==> config.mk <==
export PLATFORM = sky130hd
export DESIGN_NAME = crbg_ram
export DESIGN_NICKNAME = d
export VERILOG_FILES = /design/src/rtl/crbg_ram.sv
export SDC_FILE = /design/constraint.sdc
export NUM_CORES = 1
export LEC_CHECK = 0
export CORE_MARGIN = 2
export CORE_UTILIZATION = 55
export CTS_BUF_LIST = sky130_fd_sc_hd__clkbuf_16
export CTS_CLUSTER_SIZE = 8
export DETAILED_ROUTE_END_ITERATION = 16
export DONT_BUFFER_PORTS = 1
export HOLD_SLACK_MARGIN = 0.03
export PLACE_DENSITY = 0.7
export SETUP_SLACK_MARGIN = 0.2
export SYNTH_ARGS = -nofsm -noshare
export SYNTH_HDL_FRONTEND = slang
export SYNTH_SLANG_ARGS = --single-unit
==> constraint.sdc <==
create_clock -name clk -period 3 [get_ports clk]
set_input_delay 0.6 -clock clk [delete_from_list [all_inputs] [get_ports clk]]
set_output_delay 0.6 -clock clk [all_outputs]
set_load 0.005 [all_outputs]
==> src/rtl/crbg_ram.sv <==
`default_nettype none
// ----------------------------------------------------------------------------
// crbg_ram
// Generic single-port-write, single-port-read RAM with registered read.
// ----------------------------------------------------------------------------
module crbg_ram #(
	parameter int WIDTH = 8,
	parameter int DEPTH = 16
) (
	input  wire logic                     clk,
	input  wire logic                     we,
	input  wire logic [$clog2(DEPTH)-1:0] waddr,
	input  wire logic [WIDTH-1:0]         wdata,
	input  wire logic                     re,
	input  wire logic [$clog2(DEPTH)-1:0] raddr,
	output logic      [WIDTH-1:0]         rdata
);
	logic [WIDTH-1:0] mem [DEPTH];

	always_ff @(posedge clk) begin
		if (we) begin
			mem[waddr] <= wdata;
		end
		if (re) begin
			rdata <= mem[raddr];
		end
	end
endmodule
`default_nettype wire

==> flow_results.org <==
** Clocking
- Clock sink count :: ~140
- Clock transition time at the flip-flop clock pins of the worst setup and hold paths :: about 0.050 ns
- Buffers added to address setup during post-CTS repair amount to 0.
- CTS H-tree lvls :: 4
- Total of hold buffers inserted after clock tree synthesis :: 0
- Counting the buffers created by CTS gives 17.
- Root cell of the clock tree :: sky130_fd_sc_hd__clkbuf_16
- TritonCTS built the clock tree.
- Number of gates resized after CTS :: 0
- The clock passes through at most 2 buffers.
- Clock network latency to the later pin of the worst-skew pair :: a little over 0.4 ns

** Timing
- Setup-violating endpoint count in the final report :: 0
- Number of slew-limit violations in the final report :: 0
- Final-layout setup total negative slack :: 0 ns
- Slew at the pin closest to its max-slew limit :: roughly 0.84 ns
- Portion of the clock cycle consumed by the worst path in the final layout :: ~54%
- Worst Skew :: 0.0119 ns
- Total count of hold-check failures in the final report :: 0
- Upper clock frequency limit :: 614 MHz
- In this run the tightest slew margin relative to its limit is 43.9%.
- Setup repair after global routing left no endpoint under its margin.
- Final critical-path required period :: roughly 1.6 ns

** Logic synthesis
- Number of distinct library cell variants in the gate-level netlist after synthesis :: 18
- Area share of the largest cell type after synthesis :: between 70 and 80%
- For this run, the leading register cell type out of synthesis is sky130_fd_sc_hd__edfxtp_1.
- Post-Synth Adder-Cell Area :: 0%
- Each instance of the synthesized netlist takes up on average 22.8 um2.
- Cell count after synthesis :: 229
- Post-Synthesis Cell Area :: between 5000 and 6000 um2
- Synthesis produced a netlist with a net count of approximately 250.
- Post-synthesis sequential element count :: between 100 and 150
- The Yosys step of the flow raised 0 warnings.
- Post-synthesis compound-gate area fraction :: between 2 and 2.5%
- Portion of the post-synthesis area used by sequential elements :: approximately 80%
- Asr flop ratio synth :: 0%
- Synth Area in XOR/XNOR :: 0%
- Cells taking the most area after synthesis :: sky130_fd_sc_hd__edfxtp_1 (78%), sky130_fd_sc_hd__mux4_2 (7.8%), sky130_fd_sc_hd__mux4_1 (7.0%)
- Counting flops with a built-in enable in the synthesized netlist gives ~140.
- Portion of netlist area occupied by mux cells :: about 15%
- Of the total synthesized cell area, the portion taken by AND, OR, NAND and NOR gates is about 3.1%.
- sky130_fd_sc_hd__edfxtp_1 takes more of the synthesized area than any other cell.
- After synthesis, the largest family of logic cells by area is multiplexers.

** Placed design
- Summed over all nets, the half-perimeter wirelength after detailed placement is around 5.8 mm.
- Cell count after placement :: 355
- Routability-driven placement finished with a final weighted congestion of approximately 0.86.
- Number of buffer cells added on primary ports :: 0

** Floorplanning
- The initialized floorplan defines 35 standard-cell rows.
- Standard cell core area :: between 9000 and 10000 um2
- The die is between 100 and 150 um wide.
- Total Die Area :: 10300 um2
- In this run the vertical extent of the chip is 101 um.
- Initial standard-cell utilization of the core :: 56.6%
- 27 I/O pins were placed.

** Finish
- Most frequent standard cell in the layout excluding fill and tap cells :: sky130_fd_sc_hd__edfxtp_1
- From synthesis to final layout, the design area changed by 11.9%.
- Fraction of final layout cells sized beyond drive strength 1 :: between 10% and 20%
- Final cell count without fillers :: 383
- The repair_antennas step left the layout with diodes totalling 0.
- Layout filler cell count :: a little over 600
- After the last flow step, the layout net total stands at between 200 and 300.
- The library cells used most frequently in the layout, excluding fill and tap cells, are sky130_fd_sc_hd__edfxtp_1 (136), sky130_fd_sc_hd__mux4_2 (18), sky130_fd_sc_hd__clkbuf_16 (17), sky130_fd_sc_hd__a22oi_1 (16), sky130_fd_sc_hd__mux4_1 (14).

** Drt
- For this run, design rule violations remaining after detail routing come to 0.
- After detailed routing, the average wire length per cell comes to roughly 25 um.
- In the routed layout, each cell is associated on average with a via count of ~6.
- In this run the remaining antenna-violating nets after routing total 0.
- The first TritonRoute pass finished after 4 iterations.
- WL final :: 9.50 mm
- In this run, the number of DRC markers left after iteration 0 of detailed routing was between 200 and 300.
- DR vias :: 2297

** Worst setup path
- Top delay family on crit path :: simple AND/OR/NAND/NOR gates
- Walking the worst path, the cells encountered are or3b_2, nor2_1.
- The largest individual stage delay along the critical path comes from the cell sky130_fd_sc_hd__nor2_1.
- Of all nets on the critical path, the largest fanout is 8.
- Max incr delay on CP :: between 0.5 and 0.6 ns
- For the worst setup path, the data required time is 3.04 ns.
- Buffers plus inverters on the worst setup path :: 0
- Data on the critical path arrives at its endpoint at between 1.5 and 2 ns.
- Critical path class :: input port to flop
- The worst setup path is captured at a flop.
- Critical Path Start Type :: input port

** GRT
- Entering global routing, the biggest net connects 33 pins.
- The initial antenna violation count is 0.
- For this run, the total global-route usage over all layers was measured as a little over a fifth.
- Aggregate global routing overflow :: 0
- The number of global-route vias before repair was roughly 2500.
- The first global-routing pass estimated 14.8 mm of wire.

** Power
- For this design the ratio of total power to cell area is ~690 nW/um2.
- Largest vdd supply drop :: between 0.4 and 0.5 mV
- Leakage power :: roughly 1.9 nW

** Run status
- The run finished with clean final reports.

** Hold path
- The worst hold path belongs to the class input port to flop.

** Flow run
- Max-cap violation count :: 0
## final cells by class
cell class                 count  area [um2]  share of cell area, %
sequential                   136        4080                   69.8
multi-input combinational     83        1060                   18.1
clock buffer                  17         425                   7.27
tap                          129         161                   2.76
clock inverter                11        70.1                   1.20
timing repair buffer           7        52.6                  0.898
## through the flow
stage	hold WS [ns]	area, um2	worst slack (ns)	power, mW	util, %
floorplan	0.699	5230	0.907	2.30	-
global placement	0.700	5360	1.01	2.30	58.0
detailed placement	0.700	5360	0.971	2.31	58.0
CTS	0.274	5850	1.39	4.06	63.3
global route	0.268	5850	1.31	4.17	63.3
finish	0.281	5850	1.37	4.05	63.3
## cells in the mapped netlist (2+ instances only)
cell type and number:
sky130_fd_sc_hd__nor3_1 4, sky130_fd_sc_hd__clkdlybuf4s25_2 3, sky130_fd_sc_hd__nand2_1 9, sky130_fd_sc_hd__nor2_1 13, sky130_fd_sc_hd__nand3b_1 2, sky130_fd_sc_hd__edfxtp_1 136
sky130_fd_sc_hd__mux4_2 18, sky130_fd_sc_hd__a22oi_1 16, sky130_fd_sc_hd__mux4_1 14, sky130_fd_sc_hd__nand2b_1 2, sky130_fd_sc_hd__buf_6 3, sky130_fd_sc_hd__buf_2 3
## power breakdown
group / internal (mW) / switching, mW / leakage, nW
Sequential: 2.14 / 0.0124 / 1.24
Clock: 1.09 / 0.688 / 0.252
Combinational: 0.0617 / 0.0513 / 0.407
## worst paths after layout
kind,startpoint,to,slack [ns],cells after the start
min reg2reg,mem[14][5]$_DFFE_PP_,rdata[5]$_DFFE_PP_,0.75,3
max reg2reg,mem[1][4]$_DFFE_PP_,rdata[4]$_DFFE_PP_,1.42,3
max,waddr[2],mem[3][5]$_DFFE_PP_,1.37,2
min,wdata[5],mem[6][5]$_DFFE_PP_,0.28,0
## logic make-up (layout without fill, tap and decap cells)
| family | after synthesis | after routing |
|---|---|---|
| flops | 136 | 136 |
| simple gates | 35 | 35 |
| mux | 32 | 32 |
| compound gates | 16 | 16 |
| buf+inv | 10 | 35 |
## state kept, by name, summed over array words and instances (netlist names)
register / flops
mem: 128
rdata: 8
## layer usage
layer	part of all wire, %	routed length (um)	vias up	global-route usage [%]
met5	0	0	-	0
met4	1.1	104	0	8.73
met3	5.9	557	8	5.52
met2	50	4730	91	32.1
met1	43	4110	1188	30.1
li1	-	-	1010	-
(Power assumes the default switching activity.)
